$ cat src/hdl/gfbr_pkg.sv
`timescale 1ns / 1ps
// ----------------------------------------------------------------------------
// gfbr_pkg: shared types, constants and tables of the glyph frame buffer.
// Holds the microcode format and program, the font table and the command set.
// ----------------------------------------------------------------------------
package gfbr_pkg;

  // Default geometry of the frame store and the glyph cell.
  localparam int SCREEN_WIDTH_DEF = 128;
  localparam int FRAME_BYTES_DEF  = 1024;
  localparam int GLYPH_HEIGHT_DEF = 12;
  localparam int GLYPH_WIDTH      = 8;

  // Width of the linear byte index before range checking.
  localparam int LIN_W   = 16;
  // Glyph row and column counter widths (glyphs are at most 16 rows).
  localparam int ROW_W   = 4;
  localparam int COL_W   = 3;
  localparam int SLOT_W  = 4;
  localparam int ROM_ROWS    = 12;
  localparam int GLYPH_COUNT = 13;
  localparam logic [SLOT_W-1:0] SLOT_SPACE = 4'd10;
  localparam logic [SLOT_W-1:0] SLOT_COLON = 4'd11;
  localparam logic [SLOT_W-1:0] SLOT_BOX   = 4'd12;

  typedef enum logic [1:0] {
    CMD_PIXEL = 2'd0,
    CMD_GLYPH = 2'd1,
    CMD_FILL  = 2'd2,
    CMD_READ  = 2'd3
  } cmd_t;

  // Microcode step addresses.
  typedef enum logic [2:0] {
    ST_IDLE    = 3'd0,
    ST_PIX_RD  = 3'd1,
    ST_PIX_WR  = 3'd2,
    ST_FILL    = 3'd3,
    ST_READ    = 3'd4,
    ST_CAPTURE = 3'd5,
    ST_DONE    = 3'd6
  } step_t;

  typedef enum logic [2:0] {
    MEM_NONE,
    MEM_RD_PIX,
    MEM_WR_PIX,
    MEM_WR_FILL,
    MEM_RD_IDX
  } mem_op_t;

  typedef enum logic [1:0] {
    CTR_NONE,
    CTR_PIX,
    CTR_FILL
  } ctr_op_t;

  typedef enum logic [2:0] {
    BR_NEXT,
    BR_DISPATCH,
    BR_LOOP_PIX,
    BR_LOOP_FILL,
    BR_EMIT
  } br_t;

  typedef struct packed {
    mem_op_t mem_op;
    ctr_op_t ctr;
    logic    cap;
    br_t     br;
    step_t   target;
  } uword_t;

  // Control handed from the sequencer to the datapath.
  typedef struct packed {
    logic    load;
    mem_op_t mem_op;
    ctr_op_t ctr;
    logic    cap;
  } ctrl_t;

  // Loop conditions reported back by the datapath.
  typedef struct packed {
    logic pix_last;
    logic fill_last;
  } stat_t;

  // The control program. Loops exit to ST_DONE when their condition is met.
  function automatic uword_t ucode(step_t s);
    uword_t u;
    begin
      u = '{mem_op: MEM_NONE, ctr: CTR_NONE, cap: 1'b0, br: BR_NEXT, target: ST_IDLE};
      case (s)
        ST_IDLE:    u.br = BR_DISPATCH;
        ST_PIX_RD:  u.mem_op = MEM_RD_PIX;
        ST_PIX_WR: begin
          u.mem_op = MEM_WR_PIX;
          u.ctr    = CTR_PIX;
          u.br     = BR_LOOP_PIX;
          u.target = ST_PIX_RD;
        end
        ST_FILL: begin
          u.mem_op = MEM_WR_FILL;
          u.ctr    = CTR_FILL;
          u.br     = BR_LOOP_FILL;
          u.target = ST_FILL;
        end
        ST_READ:    u.mem_op = MEM_RD_IDX;
        ST_CAPTURE: u.cap = 1'b1;
        ST_DONE: begin
          u.br     = BR_EMIT;
          u.target = ST_IDLE;
        end
        default: u.target = ST_IDLE;
      endcase
      return u;
    end
  endfunction

  // First step of each command's routine.
  function automatic step_t entry_of(cmd_t c);
    step_t s;
    begin
      case (c)
        CMD_PIXEL: s = ST_PIX_RD;
        CMD_GLYPH: s = ST_PIX_RD;
        CMD_FILL:  s = ST_FILL;
        CMD_READ:  s = ST_READ;
        default:   s = ST_IDLE;
      endcase
      return s;
    end
  endfunction

  localparam logic [7:0] FONT_ROM [0:GLYPH_COUNT-1][0:ROM_ROWS-1] = '{
    '{8'h3C, 8'h66, 8'h42, 8'hC3, 8'hC3, 8'hC3, 8'hC3, 8'hC3, 8'hC3, 8'h42, 8'h66, 8'h3C},
    '{8'h0C, 8'h3C, 8'h0C, 8'h0C, 8'h0C, 8'h0C, 8'h0C, 8'h0C, 8'h0C, 8'h0C, 8'h0C, 8'h3F},
    '{8'h1E, 8'h27, 8'h43, 8'h03, 8'h03, 8'h02, 8'h06, 8'h04, 8'h08, 8'h10, 8'h3F, 8'h7F},
    '{8'h1E, 8'h67, 8'h43, 8'h03, 8'h06, 8'h0E, 8'h07, 8'h03, 8'h03, 8'h03, 8'h66, 8'h7C},
    '{8'h06, 8'h06, 8'h0E, 8'h16, 8'h26, 8'h26, 8'h46, 8'h86, 8'hFF, 8'h06, 8'h06, 8'h06},
    '{8'h1E, 8'h1E, 8'h20, 8'h38, 8'h7C, 8'h0E, 8'h06, 8'h02, 8'h02, 8'h02, 8'h44, 8'h78},
    '{8'h07, 8'h1C, 8'h30, 8'h60, 8'h5C, 8'hE6, 8'hC3, 8'hC3, 8'hC3, 8'hC3, 8'h66, 8'h3C},
    '{8'h7F, 8'h7F, 8'h81, 8'h02, 8'h02, 8'h02, 8'h04, 8'h04, 8'h08, 8'h08, 8'h08, 8'h10},
    '{8'h3C, 8'h62, 8'hC3, 8'hC3, 8'h66, 8'h38, 8'h3C, 8'h46, 8'hC3, 8'hC3, 8'h62, 8'h3C},
    '{8'h3C, 8'h66, 8'hC3, 8'hC3, 8'hC3, 8'hC3, 8'h63, 8'h3E, 8'h06, 8'h0C, 8'h18, 8'hE0},
    '{8'h00, 8'h00, 8'h00, 8'h00, 8'h00, 8'h00, 8'h00, 8'h00, 8'h00, 8'h00, 8'h00, 8'h00},
    '{8'h00, 8'h00, 8'h18, 8'h18, 8'h00, 8'h00, 8'h00, 8'h00, 8'h18, 8'h18, 8'h00, 8'h00},
    '{8'hFF, 8'hFF, 8'hFF, 8'hFF, 8'hFF, 8'hFF, 8'hFF, 8'hFF, 8'hFF, 8'hFF, 8'hFF, 8'hFF}
  };

  function automatic logic [SLOT_W-1:0] glyph_slot(logic [7:0] code);
    logic [7:0] d;
    logic [SLOT_W-1:0] s;
    begin
      d = code - 8'h30;
      if (code inside {[8'h30:8'h39]}) s = d[SLOT_W-1:0];
      else if (code == 8'h20)          s = SLOT_SPACE;
      else if (code == 8'h3A)          s = SLOT_COLON;
      else                             s = SLOT_BOX;
      return s;
    end
  endfunction

  // Rows below the stored ones read as dark.
  function automatic logic [7:0] glyph_bits(logic [SLOT_W-1:0] slot, logic [ROW_W-1:0] row);
    logic [7:0] b;
    begin
      if (row >= ROW_W'(ROM_ROWS) || slot >= SLOT_W'(GLYPH_COUNT)) b = 8'h00;
      else                                                          b = FONT_ROM[slot][row];
      return b;
    end
  endfunction

endpackage

$ cat src/hdl/gfbr_seq.sv
`timescale 1ns / 1ps
// ----------------------------------------------------------------------------
// gfbr_seq: microcode sequencer.
// Step counter, control store lookup and branch decision.
// ----------------------------------------------------------------------------
module gfbr_seq (
  input  logic             clk,
  input  logic             rst_n,
  input  logic             in_valid,
  input  gfbr_pkg::cmd_t   in_cmd,
  input  gfbr_pkg::stat_t  stat,
  input  logic             out_free,
  output logic             in_ready,
  output logic             emit,
  output gfbr_pkg::ctrl_t  ctrl,
  output gfbr_pkg::step_t  step
);

  gfbr_pkg::step_t  step_r, step_nxt;
  gfbr_pkg::uword_t uw;
  logic             owed_r, owed_nxt;

  // Reset enters the fill loop so that the store is swept to zero.
  always_ff @(posedge clk) begin
    if (!rst_n) begin
      step_r <= gfbr_pkg::ST_FILL;
      owed_r <= 1'b0;
    end else begin
      step_r <= step_nxt;
      owed_r <= owed_nxt;
    end
  end

  always_comb begin
    uw          = gfbr_pkg::ucode(step_r);
    in_ready    = (uw.br == gfbr_pkg::BR_DISPATCH);
    emit        = 1'b0;
    step_nxt    = step_r;
    owed_nxt    = owed_r;
    ctrl.load   = 1'b0;
    ctrl.mem_op = uw.mem_op;
    ctrl.ctr    = uw.ctr;
    ctrl.cap    = uw.cap;
    case (uw.br)
      gfbr_pkg::BR_NEXT:      step_nxt = gfbr_pkg::step_t'(3'(step_r) + 3'd1);
      gfbr_pkg::BR_DISPATCH: begin
        if (in_valid) begin
          ctrl.load = 1'b1;
          owed_nxt  = 1'b1;
          step_nxt  = gfbr_pkg::entry_of(in_cmd);
        end
      end
      gfbr_pkg::BR_LOOP_PIX:  step_nxt = stat.pix_last ? gfbr_pkg::ST_DONE : uw.target;
      gfbr_pkg::BR_LOOP_FILL: step_nxt = stat.fill_last ? gfbr_pkg::ST_DONE : uw.target;
      gfbr_pkg::BR_EMIT: begin
        if (!owed_r) begin
          step_nxt = uw.target;
        end else if (out_free) begin
          emit     = 1'b1;
          owed_nxt = 1'b0;
          step_nxt = uw.target;
        end
      end
      default: step_nxt = gfbr_pkg::ST_IDLE;
    endcase
  end

  assign step = step_r;

endmodule

$ cat config.mk
export PLATFORM = sky130hd
export DESIGN_NAME = gfbr_seq
export DESIGN_NICKNAME = d
export VERILOG_FILES = /design/src/hdl/gfbr_pkg.sv /design/src/hdl/gfbr_seq.sv
export SDC_FILE = /design/constraint.sdc
export NUM_CORES = 1
export LEC_CHECK = 0
export BUFFER_PORTS_ARGS = -buffer_cell sky130_fd_sc_hd__buf_2
export CORE_AREA = 2 2 39 41
export CTS_CLUSTER_SIZE = 28
export DETAILED_ROUTE_END_ITERATION = 7
export DIE_AREA = 0 0 41 43
export PLACE_DENSITY = 0.6
export SKIP_LAST_GASP = 1
export SYNTH_ARGS = -nofsm -noshare
export SYNTH_HDL_FRONTEND = slang
export SYNTH_SLANG_ARGS = --single-unit
$ cat constraint.sdc
create_clock -name clk -period 1.6 [get_ports clk]
set_clock_uncertainty 0.1 [all_clocks]
set_input_delay 0.32 -clock clk [delete_from_list [all_inputs] [get_ports clk]]
set_output_delay 0.32 -clock clk [all_outputs]
set_load 0.02 [all_outputs]
======== Word level (Yosys, flattened, before mapping) ========
Index checks and enable logic that the tools add are counted.
W data, S select, Z words.
word-level totals
  word-level logic and storage cells ...... 46
  input bits .............................. 8
  output and inout bits ................... 12
  flip-flop bits (word level) ............. 4
operators by class
  add/sub/neg operators ................... 1
  mux-type cells .......................... 21
  reduce and logical (&&, ||, !) cells .... 7
  equal/unequal tests ..................... 15
operators by type and width
  operator               count
  $pmux W3 S4            2
  $mux W3                5
  $pmux W3 S5            1
  $eq A3 B2 Y1 const B   4
  $eq A3 B3 Y1 const B   4
  $mux W1                9
  $pmux W3 S3            1
  $pmux W2 S2            2
  $eq A3 B1 Y1 const B   2
  $logic_not A3 Y1       2
  $eq A2 B2 Y1 const B   2
  $reduce_and A2 Y1      2
  $add A3 B1 Y3 const B  1
  $ne A3 B3 Y1 const B   1
  $eq A2 B1 Y1 const B   1
  $logic_not A2 Y1       1
  $ne A2 B2 Y1 const B   1
  $pmux W1 S2            1
  $reduce_bool A2 Y1     1
  $reduce_or A2 Y1       1

======== Logic depth before layout (Yosys ltp) ========
  depth after elaboration ................. 5
  mapped depth ............................ 7
  depth with buffers taken out ............ 7

======== Least setup slack after synthesis ========
Ideal clock, no wire load.
  path kind ............................... reg-to-output
  start ................................... register step_r[1] (netlist: step[1])
  end ..................................... output ctrl[6] (netlist bit)
  buffers on the path ..................... 0
  data arrival time ....................... 1.571 ns
  data required time ...................... 1.180 ns
  path slack .............................. -0.391 ns
  cell stages (with the launch flop) ...... 6
  path through ............................ dfxtp_1 > ha_1 > nor2_1 > or3_4 > clkinv_2 > and2_1
RTL lines
  element                   RTL line        source
  start: declaration        gfbr_seq.sv:19  gfbr_pkg::step_t step_r, step_nxt;
  start signal: assignment  gfbr_seq.sv:26  step_r <= gfbr_pkg::ST_FILL;
  start signal: assignment  gfbr_seq.sv:29  step_r <= step_nxt;
  end: declaration          gfbr_seq.sv:15  output gfbr_pkg::ctrl_t ctrl,

==> summary.md <==
| Metric | Value |
|---|---|
| Outcome | finished with violations |
| Failing checks | negative setup slack |
| WL/cell | 13.4 um |
| Final Non-Filler Cells | 111 |
| Layout Utilization | 67.0% |
| Final Cycle Share | 117% |
| CTS root buffer | clkbuf_4 |
| Required time of the critical path | 1.18 ns |
| Drt via density | 4.97 |
| # Max-Cap Violations | 0 |
| Setup TNS | -1.33 ns |
| Slew @ Worst Pin | 0.225 ns |
| Initial antenna violation count | 0 |
| Clock transition at the registers of the reported paths | 0.04 ns |
| Nets | between 100 and 150 |
| Top Usage Layer GRT | met2 |
| Dpl cells | 99 |
| Largest net degree at the start of global routing | 15 |
| Worst skew pair latency | 0.23 ns |
| Fillers | 107 |
| Setup crit end kind | output pin |
| R2R Path Start | step[1] |
| HP Class | in2reg |
| Area delta synth->final | 129% |
| # rows | 14 |
| RSZ-0062 raised after global routing | yes |
| GRT Overall Usage | 16.0% |
| Share of the synthesized area in the top cell type | between 10% and 20% |
| Clk sinks | 4 |
| Cell Area, Synth | 405 um^2 |
| First-pass GRT wire length | 1970 um |
| I/O pin total | 20 |
| Met1 GRT Util | 17.0% |
| Synth Register Bits | 4 |
| Starting density of the core | 29.3% |
| CTS tree | done |
| PortBufs | 19 |
| FF-to-FF setup slack | -0.14 ns |
| Critical Path AT | 1.45 ns |
| WHS Path Cells | 2 |
| Die H | 43 um |
| Synthesized area per cell | 7.65 um^2 |
| Sw Ratio | 44.7% |
| Sw power | 0.000786 W |
| Via count | 552 |
| RR Endpoint | step[2] |
| CORE AREA | about 1400 um^2 |
| Hold buffer count at cts | 0 |
| DRC violations left | 0 |
| # diodes | 0 |
| Starting DRC count in detailed routing | 25 |
| FMAX | 534 MHz |
| Ranking of synthesized cells by area | dfxtp_1 (20%), ha_1 (12%), and2_1 (6.2%), nor2_1 (4.6%), inv_1 (3.7%) |
| Seq pwr share | a little over a tenth |
| Worst-path fanout max | 3 |
| Warnings from Yosys | 0 |
| Final slew viol count | 0 |
| Cells on worst reg2reg path | 8 |
| Min-Delay Endpoint | step[1] |
| PwrDens | around 1900 nW/um^2 |
| Gate power share | 81.5% |
| Final WL | 1490 um |
| IR drop worst, VDD | between 0.8 and 0.9 mV |
| Grt total ovfl | 0 |
| Crit path kind | reg2out |
| Vias in the first global route | between 500 and 600 |
| Leakage dissipation | ~0.40 nW |
| Hold Vio Cnt, Final | 0 |
| Die Span X | about 40 um |
| DPL Wire Length | 914 um |
| Syn Nets | 65 |
| Synth Instances | 53 |
| Hold_ws | 0.237 ns |
| Final worst setup slack | -0.272 ns |
| Met3 Usage GRT | 1.57% |
| # setup viols final | 11 |
| GR met2 Demand/Resource | about 29% |
| Slew Limit Headroom | 84.9% |
| Synth unique cells | 30 |
| Clk pwr share | 7.6% |
| H-Tree Depth | 1 |
| Sequential-to-total area share from yosys stat | 19.8% |
| Leading area contributor after synthesis | dfxtp_1 |
| Clock buffer depth | 2 |
| Die area | 1760 um^2 |
| Layout cells sized above 1 | 75.8% |
| Antenna-violating nets left | 0 |
| Post-route minimum period | around 1.9 ns |
| Routability cong. | 0.720 |
| Worst Setup Start Kind | flop |
| Inserted Clock Buffers | 3 |
| Internal Power | approximately 0.00097 W |
| DR pass1 iterations | 4 |
| Hold wc startpoint | rst_n |
==> registers in the layout, indices dropped and copies added (netlist names) <==
| signal | count |
|---|---|
| owed_r | 1 |
| step | 3 |
==> critical path, cell delays in order, from the launching register on <==
cell,delay [ns]
dfxtp_4,0.36
inv_4,0.06
ha_4,0.12
nor2_1,0.04
or3_4,0.34
clkinv_4,0.06
and2_4,0.13
buf_6,0.10
==> metal layers <==
| layer | vias up | wire length (um) |
|---|---|---|
| met4 | 0 | 0 |
| met3 | 0 | 57 |
| met1 | 260 | 570 |
| met2 | 18 | 858 |
| met5 | - | 0 |
| li1 | 274 | - |
==> worst max path at each step <==
| stage | from | endpoint |
|---|---|---|
| final | step[0] | ctrl[6] |
| after global routing | step[0] | ctrl[6] |
| after CTS | step[0] | ctrl[6] |
| after detailed placement | step[0] | ctrl[6] |
| after global placement | step[0] | ctrl[6] |
| after floorplan | step[0] | ctrl[6] |
==> metrics by stage <==
stage	worst slack (ns)	power [W]	instance area [um^2]
after global routing	-0.305	0.00189	927
after floorplan	-0.0718	0.000745	449
after detailed placement	-0.0749	0.00112	649
after global placement	-0.0654	0.00111	649
after CTS	-0.272	0.00145	803
final	-0.272	0.00176	927
==> layout by cell type (no fill, tap or decap), drive strengths merged, types with 2 or more instances in the layout <==
cell	netlist	final
nor3b	2	2
nand2	3	3
and2	4	4
clkbuf	0	4
dfxtp	4	4
nor2	5	5
nor2b	2	2
nand3	2	2
o21ai	3	3
nor3	2	2
inv	4	4
a31oi	2	2
nand2b	2	2
a21oi	2	2
ha	4	4
buf	1	39
==> synth_stat cells (all sizes together) <==
cell / count
a21oi: 2
a221oi: 1
a22oi: 1
a31oi: 2
a32oi: 1
and2: 4
buf: 1
clkinv: 1
dfxtp: 4
ha: 4
inv: 4
nand2: 3
nand2b: 2
nand3: 2
nand4b: 1
nor2: 5
nor2b: 2
nor3: 2
nor3b: 2
o2111ai: 1
o21a: 1
o21ai: 3
o221a: 1
o31ai: 1
or2: 1
or3: 1
==> power by group through the flow <==
stage | Clock [W] | Combinational [W] | Sequential [W]
floorplan | 0 | 0.000499 | 0.000246
global placement | 0 | 0.000924 | 0.000188
detailed placement | 0 | 0.000926 | 0.000190
CTS | 0.000142 | 0.00112 | 0.000190
global route | 0.000147 | 0.00154 | 0.000198
finish | 0.000134 | 0.00143 | 0.000191
==> what timing repair did <==
item                       in CTS  in global routing
setup buffers                   5                  3
resized for setup              24                 25
pin swaps                       5                 10
setup endpoints to repair       8                 11
==> cell families (layout without fill, tap and decap cells) <==
group	Yosys count	count (layout)	share of synthesized area (%)
adder cells (fa/ha/maj)	4	4	12.3
flip-flops	4	4	19.8
AND/OR/NAND/NOR	25	25	35.5
AO/OA/AOI/OAI	14	14	26.2
buffers and inverters	6	48	6.17
==> final cells by class <==
type | count | area [um^2] | area share [%]
clock buffer | 4 | 26.3 | 2.83
tap | 16 | 20.0 | 2.16
sequential | 4 | 87.6 | 9.45
multi-input combinational | 43 | 444 | 47.9
inverter | 5 | 31.3 | 3.37
timing repair buffer | 39 | 318 | 34.3
Note: power is estimated with default switching activity, not from simulation.
